File: src/sv/slot_map_table_assert.svh
// ----------------------------------------------------------------------------
// Slot map table assertion macros
// Concurrent check wrappers; empty when SYNTHESIS is defined.
// ----------------------------------------------------------------------------
`ifndef SLOT_MAP_TABLE_ASSERT_SVH
`define SLOT_MAP_TABLE_ASSERT_SVH

`ifndef SYNTHESIS

// same-cycle implication
`define SMT_ASSERT_IMPL(lbl, clk, rst_n, ante, cons) \
    lbl: assert property (@(posedge clk) disable iff (!rst_n) (ante) |-> (cons)) \
        else $error("slot_map_table check failed");

// next-cycle implication
`define SMT_ASSERT_NEXT(lbl, clk, rst_n, ante, cons) \
    lbl: assert property (@(posedge clk) disable iff (!rst_n) (ante) |=> (cons)) \
        else $error("slot_map_table check failed");

`else

`define SMT_ASSERT_IMPL(lbl, clk, rst_n, ante, cons)
`define SMT_ASSERT_NEXT(lbl, clk, rst_n, ante, cons)

`endif

`endif

File: src/sv/smt_pkg.sv
`timescale 1ns / 1ps
// ----------------------------------------------------------------------------
// Slot map table package
// Shared widths, operation and status codes, and the result record.
// ----------------------------------------------------------------------------
package smt_pkg;

    localparam int CAPACITY_DEF  = 1024;
    localparam int COL_WIDTH_DEF = 32;

    localparam int FUNC_W   = 3;
    localparam int HANDLE_W = 10;
    localparam int DATA_W   = 32;
    localparam int STATUS_W = 2;
    localparam int COUNT_W  = 11;

    typedef enum logic [FUNC_W-1:0] {
        FN_INSERT    = 3'd0,
        FN_ERASE_HDL = 3'd1,
        FN_ERASE_POS = 3'd2,
        FN_LOOKUP    = 3'd3,
        FN_PRESENT   = 3'd4,
        FN_READ_POS  = 3'd5
    } t_func;

    typedef enum logic [STATUS_W-1:0] {
        ST_OK         = 2'd0,
        ST_FULL       = 2'd1,
        ST_BAD_HANDLE = 2'd2,
        ST_BAD_POS    = 2'd3
    } t_status;

    typedef struct packed {
        t_status                    status;
        logic                       present;
        logic [HANDLE_W-1:0]        out_handle;
        logic signed [DATA_W-1:0]   out_a;
        logic signed [DATA_W-1:0]   out_b;
        logic signed [DATA_W-1:0]   out_c;
        logic signed [DATA_W-1:0]   out_d;
        logic [COUNT_W-1:0]         row_count;
    } t_result;

endpackage

File: src/sv/smt_cmd_if.sv
`timescale 1ns / 1ps
// ----------------------------------------------------------------------------
// Slot map table command channel
// Valid/ready channel carrying one operation and its operands.
// ----------------------------------------------------------------------------
interface smt_cmd_if import smt_pkg::*; ();

    logic                       valid;
    logic                       ready;
    logic [FUNC_W-1:0]          func;
    logic [HANDLE_W-1:0]        handle;
    logic [HANDLE_W-1:0]        position;
    logic signed [DATA_W-1:0]   col_a;
    logic signed [DATA_W-1:0]   col_b;
    logic signed [DATA_W-1:0]   col_c;
    logic signed [DATA_W-1:0]   col_d;

    modport source (
        output valid, func, handle, position, col_a, col_b, col_c, col_d,
        input  ready
    );

    modport sink (
        input  valid, func, handle, position, col_a, col_b, col_c, col_d,
        output ready
    );

endinterface

File: src/sv/smt_seq.sv
`timescale 1ns / 1ps
// ----------------------------------------------------------------------------
// Slot map table sequencer
// Reads, checks and writes back the handle index and row memories.
// ----------------------------------------------------------------------------
module smt_seq import smt_pkg::*; #(
    parameter int CAPACITY  = CAPACITY_DEF,
    parameter int COL_WIDTH = COL_WIDTH_DEF
) (
    input  logic                                   i_clk,
    input  logic                                   i_rst_n,
    smt_cmd_if.sink                                cmd,
    output t_result                                o_res,
    output logic                                   o_res_valid,
    input  logic                                   i_res_ready,
    // handle index memory
    output logic                                   o_hm_we,
    output logic [$clog2(CAPACITY)-1:0]            o_hm_waddr,
    output logic [$clog2(CAPACITY+1)-1:0]          o_hm_wdata,
    output logic [$clog2(CAPACITY)-1:0]            o_hm_raddr,
    input  logic [$clog2(CAPACITY+1)-1:0]          i_hm_rdata,
    // row memory: owner handle over four columns
    output logic                                   o_pm_we,
    output logic [$clog2(CAPACITY)-1:0]            o_pm_waddr,
    output logic [$clog2(CAPACITY)+4*COL_WIDTH-1:0] o_pm_wdata,
    output logic [$clog2(CAPACITY)-1:0]            o_pm_raddr,
    input  logic [$clog2(CAPACITY)+4*COL_WIDTH-1:0] i_pm_rdata
);

    localparam int AW = $clog2(CAPACITY);
    localparam int CW = $clog2(CAPACITY + 1);
    localparam int XW = (CW > HANDLE_W) ? CW : HANDLE_W;
    localparam int RW = AW + 4 * COL_WIDTH;

    typedef enum logic [2:0] {
        S_IDLE,
        S_LOOK,
        S_CHECK,
        S_MOVE,
        S_FREE,
        S_RESP
    } t_state;

    t_state                  r_state, n_state;
    t_func                   r_func, n_func;
    logic [HANDLE_W-1:0]     r_hdl_in, n_hdl_in;
    logic [HANDLE_W-1:0]     r_pos_in, n_pos_in;
    logic [4*COL_WIDTH-1:0]  r_cols, n_cols;
    logic [CW-1:0]           r_free_head, n_free_head;
    logic [CW-1:0]           r_issued, n_issued;
    logic [CW-1:0]           r_live, n_live;
    logic [AW-1:0]           r_pos, n_pos;
    logic [AW-1:0]           r_hdl, n_hdl;
    t_result                 r_res, n_res;

    logic                    w_accept;
    logic [CW-1:0]           w_last;
    logic [AW-1:0]           w_owner;
    logic                    w_pos_ok;
    logic                    w_hdl_ok;
    logic                    w_match;
    logic                    w_free_empty;
    logic [DATA_W-1:0]       w_col [4];

    assign cmd.ready    = (r_state == S_IDLE) && i_rst_n;
    assign w_accept     = cmd.valid && cmd.ready;
    assign w_last       = r_live - CW'(1);
    assign w_owner      = i_pm_rdata[RW-1 -: AW];
    assign w_pos_ok     = XW'(r_pos_in) < XW'(r_live);
    assign w_hdl_ok     = (XW'(r_hdl_in) < XW'(r_issued)) && (i_hm_rdata < r_live);
    assign w_match      = XW'(w_owner) == XW'(r_hdl_in);
    assign w_free_empty = r_free_head == r_issued;

    always_comb begin
        for (int k = 0; k < 4; k++) begin
            w_col[k] = DATA_W'(i_pm_rdata[k*COL_WIDTH +: COL_WIDTH]);
        end
    end

    assign o_res       = r_res;
    assign o_res_valid = (r_state == S_RESP);

    always_comb begin
        n_state     = r_state;
        n_func      = r_func;
        n_hdl_in    = r_hdl_in;
        n_pos_in    = r_pos_in;
        n_cols      = r_cols;
        n_free_head = r_free_head;
        n_issued    = r_issued;
        n_live      = r_live;
        n_pos       = r_pos;
        n_hdl       = r_hdl;
        n_res       = r_res;

        o_hm_we    = 1'b0;
        o_hm_waddr = AW'(r_free_head);
        o_hm_wdata = r_live;
        o_hm_raddr = (t_func'(cmd.func) == FN_INSERT) ? AW'(r_free_head) : AW'(cmd.handle);
        o_pm_we    = 1'b0;
        o_pm_waddr = AW'(r_live);
        o_pm_wdata = {AW'(r_free_head), r_cols};
        o_pm_raddr = AW'(cmd.position);

        unique case (r_state)
            S_IDLE: begin
                if (w_accept) begin
                    n_func   = t_func'(cmd.func);
                    n_hdl_in = cmd.handle;
                    n_pos_in = cmd.position;
                    n_cols   = {COL_WIDTH'(cmd.col_d), COL_WIDTH'(cmd.col_c),
                                COL_WIDTH'(cmd.col_b), COL_WIDTH'(cmd.col_a)};
                    n_state  = S_LOOK;
                end
            end

            S_LOOK: begin
                n_res           = '0;
                n_res.status    = ST_OK;
                n_res.row_count = COUNT_W'(r_live);
                n_state         = S_RESP;
                unique case (r_func) inside
                    FN_INSERT: begin
                        if (r_live == CW'(CAPACITY)) begin
                            n_res.status = ST_FULL;
                        end else begin
                            o_hm_we          = 1'b1;
                            o_pm_we          = 1'b1;
                            n_free_head      = w_free_empty ? r_issued + CW'(1) : i_hm_rdata;
                            n_issued         = w_free_empty ? r_issued + CW'(1) : r_issued;
                            n_live           = r_live + CW'(1);
                            n_res.present    = 1'b1;
                            n_res.out_handle = HANDLE_W'(AW'(r_free_head));
                            n_res.row_count  = COUNT_W'(r_live + CW'(1));
                        end
                    end
                    FN_READ_POS: begin
                        if (w_pos_ok) begin
                            n_res.present    = 1'b1;
                            n_res.out_handle = HANDLE_W'(w_owner);
                            n_res.out_a      = w_col[0];
                            n_res.out_b      = w_col[1];
                            n_res.out_c      = w_col[2];
                            n_res.out_d      = w_col[3];
                        end else begin
                            n_res.status = ST_BAD_POS;
                        end
                    end
                    FN_ERASE_POS: begin
                        if (w_pos_ok) begin
                            o_pm_raddr = AW'(w_last);
                            n_pos      = AW'(r_pos_in);
                            n_hdl      = w_owner;
                            n_state    = S_MOVE;
                        end else begin
                            n_res.status = ST_BAD_POS;
                        end
                    end
                    FN_ERASE_HDL, FN_LOOKUP, FN_PRESENT: begin
                        if (w_hdl_ok) begin
                            o_pm_raddr = AW'(i_hm_rdata);
                            n_pos      = AW'(i_hm_rdata);
                            n_hdl      = AW'(r_hdl_in);
                            n_state    = S_CHECK;
                        end else if (r_func != FN_PRESENT) begin
                            n_res.status = ST_BAD_HANDLE;
                        end
                    end
                    default: begin
                    end
                endcase
            end

            S_CHECK: begin
                n_state = S_RESP;
                if (!w_match) begin
                    if (r_func != FN_PRESENT) begin
                        n_res.status = ST_BAD_HANDLE;
                    end
                end else begin
                    unique case (r_func) inside
                        FN_LOOKUP: begin
                            n_res.present = 1'b1;
                            n_res.out_a   = w_col[0];
                            n_res.out_b   = w_col[1];
                            n_res.out_c   = w_col[2];
                            n_res.out_d   = w_col[3];
                        end
                        FN_PRESENT: begin
                            n_res.present = 1'b1;
                        end
                        FN_ERASE_HDL: begin
                            o_pm_raddr = AW'(w_last);
                            n_state    = S_MOVE;
                        end
                        default: begin
                        end
                    endcase
                end
            end

            S_MOVE: begin
                // move the last row into the hole and repoint its handle
                o_pm_we    = 1'b1;
                o_pm_waddr = r_pos;
                o_pm_wdata = i_pm_rdata;
                o_hm_we    = 1'b1;
                o_hm_waddr = w_owner;
                o_hm_wdata = CW'(r_pos);
                n_state    = S_FREE;
            end

            S_FREE: begin
                // push the erased handle onto the free list
                o_hm_we         = 1'b1;
                o_hm_waddr      = r_hdl;
                o_hm_wdata      = r_free_head;
                n_free_head     = CW'(r_hdl);
                n_live          = w_last;
                n_res           = '0;
                n_res.status    = ST_OK;
                n_res.row_count = COUNT_W'(w_last);
                n_state         = S_RESP;
            end

            S_RESP: begin
                if (i_res_ready) begin
                    n_state = S_IDLE;
                end
            end

            default: begin
                n_state = S_IDLE;
            end
        endcase
    end

    always_ff @(posedge i_clk) begin
        if (!i_rst_n) begin
            r_state     <= S_IDLE;
            r_free_head <= '0;
            r_issued    <= '0;
            r_live      <= '0;
        end else begin
            r_state     <= n_state;
            r_free_head <= n_free_head;
            r_issued    <= n_issued;
            r_live      <= n_live;
        end
        r_func   <= n_func;
        r_hdl_in <= n_hdl_in;
        r_pos_in <= n_pos_in;
        r_cols   <= n_cols;
        r_pos    <= n_pos;
        r_hdl    <= n_hdl;
        r_res    <= n_res;
    end

endmodule

File: src/flat_wrapper.sv
// flat-port wrapper written by rule: the top's interface ports become plain ports
module smt_seq_flat import smt_pkg::*;
#(
    parameter int CAPACITY  = CAPACITY_DEF,
    parameter int COL_WIDTH = COL_WIDTH_DEF
)
  (i_clk, i_rst_n, o_res, o_res_valid, i_res_ready, o_hm_we, o_hm_waddr, o_hm_wdata, o_hm_raddr, i_hm_rdata, o_pm_we, o_pm_waddr, o_pm_wdata, o_pm_raddr, i_pm_rdata, cmd_valid, cmd_func, cmd_handle, cmd_position, cmd_col_a, cmd_col_b, cmd_col_c, cmd_col_d, cmd_ready);
  smt_cmd_if cmd_i ();
  input  logic i_clk;
  input  logic i_rst_n;
  output t_result o_res;
  output logic o_res_valid;
  input  logic i_res_ready;
  output logic o_hm_we;
  output logic [$clog2(CAPACITY)-1:0] o_hm_waddr;
  output logic [$clog2(CAPACITY+1)-1:0] o_hm_wdata;
  output logic [$clog2(CAPACITY)-1:0] o_hm_raddr;
  input  logic [$clog2(CAPACITY+1)-1:0] i_hm_rdata;
  output logic o_pm_we;
  output logic [$clog2(CAPACITY)-1:0] o_pm_waddr;
  output logic [$clog2(CAPACITY)+4*COL_WIDTH-1:0] o_pm_wdata;
  output logic [$clog2(CAPACITY)-1:0] o_pm_raddr;
  input  logic [$clog2(CAPACITY)+4*COL_WIDTH-1:0] i_pm_rdata;
  input wire logic [$bits(cmd_i.valid)-1:0] cmd_valid;
  input wire logic [$bits(cmd_i.func)-1:0] cmd_func;
  input wire logic [$bits(cmd_i.handle)-1:0] cmd_handle;
  input wire logic [$bits(cmd_i.position)-1:0] cmd_position;
  input wire logic [$bits(cmd_i.col_a)-1:0] cmd_col_a;
  input wire logic [$bits(cmd_i.col_b)-1:0] cmd_col_b;
  input wire logic [$bits(cmd_i.col_c)-1:0] cmd_col_c;
  input wire logic [$bits(cmd_i.col_d)-1:0] cmd_col_d;
  output wire logic [$bits(cmd_i.ready)-1:0] cmd_ready;
  assign cmd_i.valid = cmd_valid;
  assign cmd_i.func = cmd_func;
  assign cmd_i.handle = cmd_handle;
  assign cmd_i.position = cmd_position;
  assign cmd_i.col_a = cmd_col_a;
  assign cmd_i.col_b = cmd_col_b;
  assign cmd_i.col_c = cmd_col_c;
  assign cmd_i.col_d = cmd_col_d;
  assign cmd_ready = cmd_i.ready;
  smt_seq #(.CAPACITY(CAPACITY), .COL_WIDTH(COL_WIDTH)) u_core (.i_clk(i_clk), .i_rst_n(i_rst_n), .cmd(cmd_i), .o_res(o_res), .o_res_valid(o_res_valid), .i_res_ready(i_res_ready), .o_hm_we(o_hm_we), .o_hm_waddr(o_hm_waddr), .o_hm_wdata(o_hm_wdata), .o_hm_raddr(o_hm_raddr), .i_hm_rdata(i_hm_rdata), .o_pm_we(o_pm_we), .o_pm_waddr(o_pm_waddr), .o_pm_wdata(o_pm_wdata), .o_pm_raddr(o_pm_raddr), .i_pm_rdata(i_pm_rdata));
endmodule
File: config.mk
export PLATFORM = sky130hd
export DESIGN_NAME = smt_seq_flat
export DESIGN_NICKNAME = d
export VERILOG_FILES = /design/src/sv/slot_map_table_assert.svh /design/src/sv/smt_pkg.sv /design/src/sv/smt_cmd_if.sv /design/src/sv/smt_seq.sv /design/src/flat_wrapper.sv
export SDC_FILE = /design/constraint.sdc
export NUM_CORES = 1
export LEC_CHECK = 0
export BUFFER_PORTS_ARGS = -buffer_cell sky130_fd_sc_hd__buf_2
export CAP_MARGIN = 20
export CELL_PAD_IN_SITES_DETAIL_PLACEMENT = 0
export CELL_PAD_IN_SITES_GLOBAL_PLACEMENT = 2
export CORE_MARGIN = 3
export CORE_UTILIZATION = 27
export DETAILED_ROUTE_END_ITERATION = 16
export PLACE_DENSITY = 0.85
export SETUP_SLACK_MARGIN = 0.15
export SYNTH_ARGS = -nofsm -noshare
export SYNTH_HDL_FRONTEND = slang
export SYNTH_SLANG_ARGS = --single-unit
File: constraint.sdc
create_clock -name i_clk -period 12 [get_ports i_clk]
set_clock_uncertainty 0.1 [all_clocks]
set_input_delay 0.6 -clock i_clk [delete_from_list [all_inputs] [get_ports i_clk]]
set_output_delay 0.6 -clock i_clk [all_outputs]
set_load 0.05 [all_outputs]
==> summary.md, run 1 <==
| Metric | Value |
|---|---|
| Status | `complete, no violations` |
| CTS tree | `built` |
| RSZ-0062 raised after global routing | `false` |
| Root buffer cell | `clkbuf_16` |
| Commonest non-fill, non-tap cell in the layout | `buf_2` |
| Placed insts | `just under 3,000` |
| Hold Path Class | `input pin to register` |
| Area delta synth->final | `33.3%` |
| Leak | `roughly 9.6 nW` |
| Critical Path Start Type | `register` |
| Final setup fails | `0` |
| Chip height | `255 um` |
| Vias | `14,400` |
| Cell count after synthesis | `1,537` |
| Area leader, netlist | `edfxtp_1` |
| Total congestion overflow | `0` |
| Router iterations before antenna repair | `5` |
| Initial antenna violation count | `21` |
| Final hold vios | `0` |
| CP Data Required Time | `roughly 11 ns` |
| Clock Latency Late Sink | `~0.56 ns` |
| Peak VDD IR | `around 0.00013 V` |
| H-tree Lvls | `2` |
| Post-route DRC | `0` |
| Die ar. | `roughly 65,000 sq um` |
| Final wirelength | `between 70 and 80 mm` |
| CP peak stage delay | `approximately 0.86 ns` |
| Post-place instance area | `~21,000 sq um` |
| Initial core utilization | `~28%` |
| Cell family with most CP delay | `simple AND/OR/NAND/NOR gates` |
| Remaining antenna violation count | `0` |
| First-pass GRT wire length | `just under 100 mm` |
| Critical-path cell list | `inv_1, ha_1, and3_1, a221o_1, a221oi_2, o311ai_2, nor4_2, nand2_1, o221ai_1, buf_2` |
| Tightest Pin Transition | `1.07 ns` |
| Layout cell share with drive strength beyond 1 | `approximately 36%` |
| Post-CTS Hold Buffers | `0` |
| CORE AREA | `around 61,000 sq um` |
| Number of max-cap violations | `0` |
| Total power draw | `5.53 mW` |
| Net count after synthesis | `1,872` |
| Post-CTS Setup Repair Bufs | `0` |
| Count of final max-slew check failures | `0` |
| Final worst-path cycle share | `between 30% and 40%` |
| Slew margin rel. | `between 20% and 30%` |
| Starting DRT DRC Count | `1,064` |
| FMAX | `0.217 GHz` |
| Path depth of the worst reg2reg path | `11` |
| Synth warn | `0` |
| IO buf count | `between 600 and 700` |
| Synthesized flop and latch total | `359` |
| Ranking of synthesized cells by area | `edfxtp_1 58%, nand2_1 11%, and2_1 4.8%` |
| CTS sink count | `between 300 and 400` |
| Largest net degree at the start of global routing | `108` |
| Setup crit end kind | `output port` |
| CTS clock-pin slew for the worst setup and hold paths | `~0.060 ns` |
| Wire per inst | `about 23 um` |
| Vias in the first global route | `roughly 14,000` |
| Pwr/cell area | `about 250 nW/um^2` |
| Die width | `~260 um` |
| CP arrival | `3.90 ns` |
| CP max-delay cell | `nor4_2` |
| Nets | `between 2,000 and 2,500` |
| Final Cell Area | `approximately 22,000 sq um` |
| CP max FO | `10` |
| Number of CTS-inserted buffers | `45` |
| Area share of the largest cell type after synthesis | `between 50% and 60%` |
| Synthesized cell area | `~17,000 sq um` |
| Ports | `649` |
| Setup TNS Final | `0 ns` |
| Asr flop ratio synth | `0%` |
| Sequential-to-total area share from yosys stat | `between 60 and 70%` |
| Post-synth top flop | `edfxtp_1` |
| Maximum buffer depth of the clock tree | `3` |
| Final GP Congestion | `just over 0.9` |
| Most frequent cells in the layout | `648 x buf_2, 510 x nand2_1, 323 x edfxtp_1` |
| Min cycle time layout | `roughly 4.6 ns` |
| Post-CTS sizing | `0` |
| Post-synth EDFFs | `roughly 320` |
| DR vias/cell | `4.73` |
| Synth Area per Inst | `10.9 sq um` |
| Cell depth of the worst setup path | `10` |
| Row count | `90` |
| Synth cell types | `75` |
| Dpl hpwl | `53.5 mm` |
| Fin cells | `roughly 3,000` |
| Buf+Inv Stages, Crit Path | `2` |
| Hold path depth | `1` |
| GRT Total Usage | `about a fifth` |
| WS Path Type | `register to output port` |
## cell usage after synthesis (8+ instances only)
library cell and n:
buf_1 8, ha_1 31, clkbuf_1 72, o221ai_1 10
a22oi_1 13, a21oi_1 24, xnor2_1 61, nor3_1 10
o311ai_0 10, nor2_1 62, o21ai_0 27, mux2_2 30
nand4_1 12, and2_1 130, edfxtp_1 323, inv_1 31
nand3_1 21, dfxtp_1 36, nand2_1 510
## registers in the layout, indices dropped and copies added (netlist names)
name / flops
u_core.r_pos_in: 10
u_core.r_hdl: 10
u_core.r_live: 11
u_core.r_func: 3
u_core.r_cols: 128
u_core.r_state: 3
u_core.r_issued: 11
u_core.r_hdl_in: 10
u_core.r_free_head: 11
u_core.o_res: 152
u_core.r_pos: 10
## routing by layer
metal | part of all wire, % | track usage [%] | up-vias
met1 | 36 | 22.7 | 6933
li1 | - | - | 6565
met2 | 50 | 35.5 | 700
met5 | 0.20 | 0 | -
met3 | 9.7 | 6.50 | 138
met4 | 4.4 | 9.74 | 20
## final timing paths
| check | from | end | slack, ns |
|---|---|---|---|
| min reg2reg | u_core.r_live[10] | u_core.r_live[10] | 0.43 |
| max reg2reg | u_core.r_live[3] | u_core.o_res[135] | 7.71 |
| min | cmd_col_a[16] | u_core.r_cols[16] | 0.10 |
| max | u_core.r_live[8] | o_pm_raddr[8] | 7.40 |
## stage by stage
stage / util (%) / setup WS (ns) / hold WS (ns)
after floorplan: - / 0.690 / 0.373
after global placement: 34.2 / 7.81 / 0.406
after detailed placement: 34.2 / 7.73 / 0.417
after CTS: 36.6 / 7.37 / 0.0528
after global routing: 36.7 / 7.18 / 0.0691
final: 36.7 / 7.40 / 0.105
## power breakdown
group / switching (mW) / internal (mW)
combinational: 1.84 / 0.484
sequential: 0.139 / 1.71
clock: 0.547 / 0.804
## kinds of logic after synthesis
family | after synthesis | synth area share (%)
flops | 359 | 62.1
simple gates | 789 | 21.0
compound gates | 135 | 5.86
xor+xnor | 63 | 3.29
mux | 33 | 2.19
fa+ha+maj | 31 | 2.31
buf+inv | 127 | 3.20
## layout make-up
type | count | area, sq um
Inverter | 35 | 131
Antenna cell | 13 | 32.5
Timing Repair Buffer | 669 | 3420
Sequential cell | 359 | 10400
Tap cell | 828 | 1040
Multi-Input combinational cell | 1051 | 5860
Clock inverter | 19 | 194
Clock buffer | 63 | 1270
Fill cell | 6207 | 38600
No activity file was read; power rests on OpenSTA's default activity.
==> inputs of run 2 (changes only) <==
==> constraint.sdc (replaced) <==
create_clock -name i_clk -period 3.8 [get_ports i_clk]
set_clock_uncertainty 0.1 [all_clocks]
set_input_delay 0.19 -clock i_clk [delete_from_list [all_inputs] [get_ports i_clk]]
set_output_delay 0.19 -clock i_clk [all_outputs]
set_load 0.05 [all_outputs]
==> run 2 against run 1 <==
  * Wire length rose by 4.7%
  * Combinational power grew to 3.4 times the previous value
  * Clock power rose to 3.3 times the previous value
  * Register-to-register slack got worse by 7.1 ns
  * First-iteration DRC count is 11% higher
  * Die area stayed put
  * Hold slack better by 0.12 ns
  * Sequential share of layout area fell by 6.6 points
  * Critical path type is now input pin to output port
  * Largest cell class unchanged
==> summary.md, run 2 (synthesized netlist as in run 1, its figures left out) <==
| Metric | Value |
|---|---|
| CTS tree | `built` |
| CTS clock-pin slew for the worst setup and hold paths | `0.06 ns (about the same)` |
| Critical Path Start Type | `input pin` |
| Hold Path Class | `input pin to register` |
| Initial antenna violation count | `7 (-67%)` |
| CP arrival | `3.30 ns (-0.60 ns)` |
| Final GP Congestion | `0.902 (-2.9%)` |
| Tightest Pin Transition | `0.790 ns (-0.277 ns)` |
| Clock Latency Late Sink | `0.57 ns (about the same)` |
| Die ar. | `65,100 sq um (unchanged)` |
| Root buffer cell | `clkbuf_16` |
| Layout cell share with drive strength beyond 1 | `34.0% (-2.0 points)` |
| Ports | `649 (unchanged)` |
| Final worst-path cycle share | `between 90% and 100%` |
| Number of CTS-inserted buffers | `44 (-2.2%)` |
| Row count | `90 (unchanged)` |
| Final setup fails | `0 (unchanged)` |
| Setup TNS Final | `0 ns (unchanged)` |
| Nets | `2,834 (+14%)` |
| Setup crit end kind | `output port` |
| Placed insts | `2,956 (+0.51%)` |
| Vias in the first global route | `15,600 (+11%)` |
| Die width | `255 um (unchanged)` |
| Leak | `11.2 nW (+16%)` |
| Hold path depth | `2 (+1)` |
| Maximum buffer depth of the clock tree | `3 (unchanged)` |
| Largest net degree at the start of global routing | `100 (-7.4%)` |
| Top sig layer | `met5` |
| Peak VDD IR | `0.000425 V (+230%)` |
| Total power draw | `18.2 mW (+230%)` |
| Post-route DRC | `0 (unchanged)` |
| Max reg flops | `152 (unchanged)` |
| Hold worst-path end | `u_core.r_cols[66]` |
| Reg2reg start | `u_core.r_live[2]` |
| Vias | `15,800 (+9.9%)` |
| Path depth of the worst reg2reg path | `12 (+1)` |
| Number of max-cap violations | `0 (unchanged)` |
| Hold Startpoint | `cmd_col_c[2]` |
| Status | `complete, no violations` |
| Wire per inst | `22.0 um (-5.5%)` |
| CP max FO | `8 (-2)` |
| Count of final max-slew check failures | `0 (unchanged)` |
| Pwr/cell area | `696 nW/um^2 (+180%)` |
| DR vias/cell | `4.69 (-0.78%)` |
| Slew margin rel. | `46.6% (+18 points)` |
| WS Path Type | `input pin to output port` |
| Final hold vios | `0 (unchanged)` |
| Initial core utilization | `27.5% (unchanged)` |
| Chip height | `255 um (unchanged)` |
| Area delta synth->final | `55.9%` |
| CORE AREA | `60,900 sq um (unchanged)` |
| Dpl hpwl | `53.2 mm (-0.55%)` |
| Final wirelength | `74.0 mm (+4.7%)` |
| Router iterations before antenna repair | `5 (unchanged)` |
| Total congestion overflow | `0 (unchanged)` |
| Post-place instance area | `21,100 sq um (+1.1%)` |
| WL met1 | `27.6 mm (+9.3%)` |
| Final Cell Area | `26,100 sq um (+17%)` |
| Flop-to-flop setup slack | `0.65 ns (-7.06 ns)` |
| CP Data Required Time | `3.51 ns (-7.79 ns)` |
| GRT Total Usage | `21.1% (+0.68 points)` |
| FMAX | `0.279 GHz` |
| Met3 WL | `6.18 mm (-10%)` |
| H-tree Lvls | `2 (unchanged)` |
| Final Core Density | `42.9% (+6.2 points)` |
| Most frequent cells in the layout | `638 x buf_2, 510 x nand2_1, 323 x edfxtp_1` |
| Remaining antenna violation count | `0 (unchanged)` |
| WL met2 | `36.2 mm (+2.6%)` |
| IO buf count | `648 (unchanged)` |
| CTS sink count | `359 (unchanged)` |
| First-pass GRT wire length | `101 mm (+4.0%)` |
| RSZ-0062 raised after global routing | `true` |
| Commonest non-fill, non-tap cell in the layout | `buf_2` |
| Starting DRT DRC Count | `1,177 (+11%)` |
| Fin cells | `3,364 (+11%)` |
| Reg2Reg Capture Point | `u_core.o_res[120]` |
| Min cycle time layout | `~3.6 ns` |
-- run 2: cell types whose count changed in the layout (fill, tap and decap cells not counted), moves of 5 or more --
cell / change
dlygate4sd3_1: +306
buf_4: +23
diode_2: -12
dfxtp_1: -11
buf_12: +10
buf_2: -10
buf_6: +10
o221ai_1: -10
dfxtp_2: +7
o221ai_2: +6
clkbuf_1: -5
-- run 2: critical path, stage by stage --
cell and delay [ns]:
dlygate4sd3_1 0.56, buf_2 0.18, ha_4 0.25, and3_4 0.17, a221o_1 0.32, a221oi_4 0.23
o311ai_4 0.18, or3_4 0.42, a31oi_4 0.27, buf_12 0.19, o221ai_4 0.13, buf_6 0.19
-- run 2: worst max path at each step --
stage                     cells after the start                 to          startpoint
after floorplan                               5  u_core.o_res[100]  u_core.r_hdl_in[2]
after global placement                        9      o_pm_raddr[8]    u_core.r_live[8]
after detailed placement                      8      o_pm_raddr[8]    u_core.r_live[7]
after CTS                                     9      o_pm_raddr[8]    u_core.r_live[1]
after global routing                         11      o_pm_raddr[1]    u_core.r_live[2]
final                                        12      o_pm_raddr[2]       i_hm_rdata[9]
-- run 2: per-layer routing --
metal  up-vias  track usage, %
met1      7553            24.2
met3       189            5.44
met5         -               0
met2       795            36.5
met4        12            10.7
li1       7228               -
-- run 2: metrics by stage --
step | worst slack, ns | hold WS (ns)
2_1_floorplan | 0.0152 | 0.189
3_3_place_gp | 0.378 | 0.267
3_5_place_dp | 0.325 | 0.268
4_1_cts | 0.135 | 0.177
5_1_grt | 0.128 | 0.202
6_report | 0.212 | 0.227
-- run 2: area by class of cell --
cell class | count | area (sq um)
Sequential cell | 359 | 10400
Fill cell | 5764 | 34800
Inverter | 35 | 144
Clock inverter | 27 | 324
Antenna cell | 1 | 2.50
Multi-Input combinational cell | 1052 | 6120
Clock buffer | 55 | 1170
Tap cell | 828 | 1040
Timing Repair Buffer | 1007 | 6900
-- run 2: where the power goes --
part	total, mW	internal (mW)	switching [mW]	leakage (nW)
combinational	8.01	1.97	6.04	7.08
sequential	5.80	5.40	0.402	3.37
clock	4.39	2.62	1.77	0.730
-- run 2: repair_timing --
| action | in CTS | in global routing |
|---|---|---|
| endpoints found under the hold margin | 318 | 0 |
| gates resized for setup | 55 | 21 |
| gates cloned | 1 | 0 |
| setup endpoints to repair | 10 | 10 |
| hold buffers | 306 | 0 |
| setup buffers | 8 | 10 |
| pin swaps | 8 | 12 |
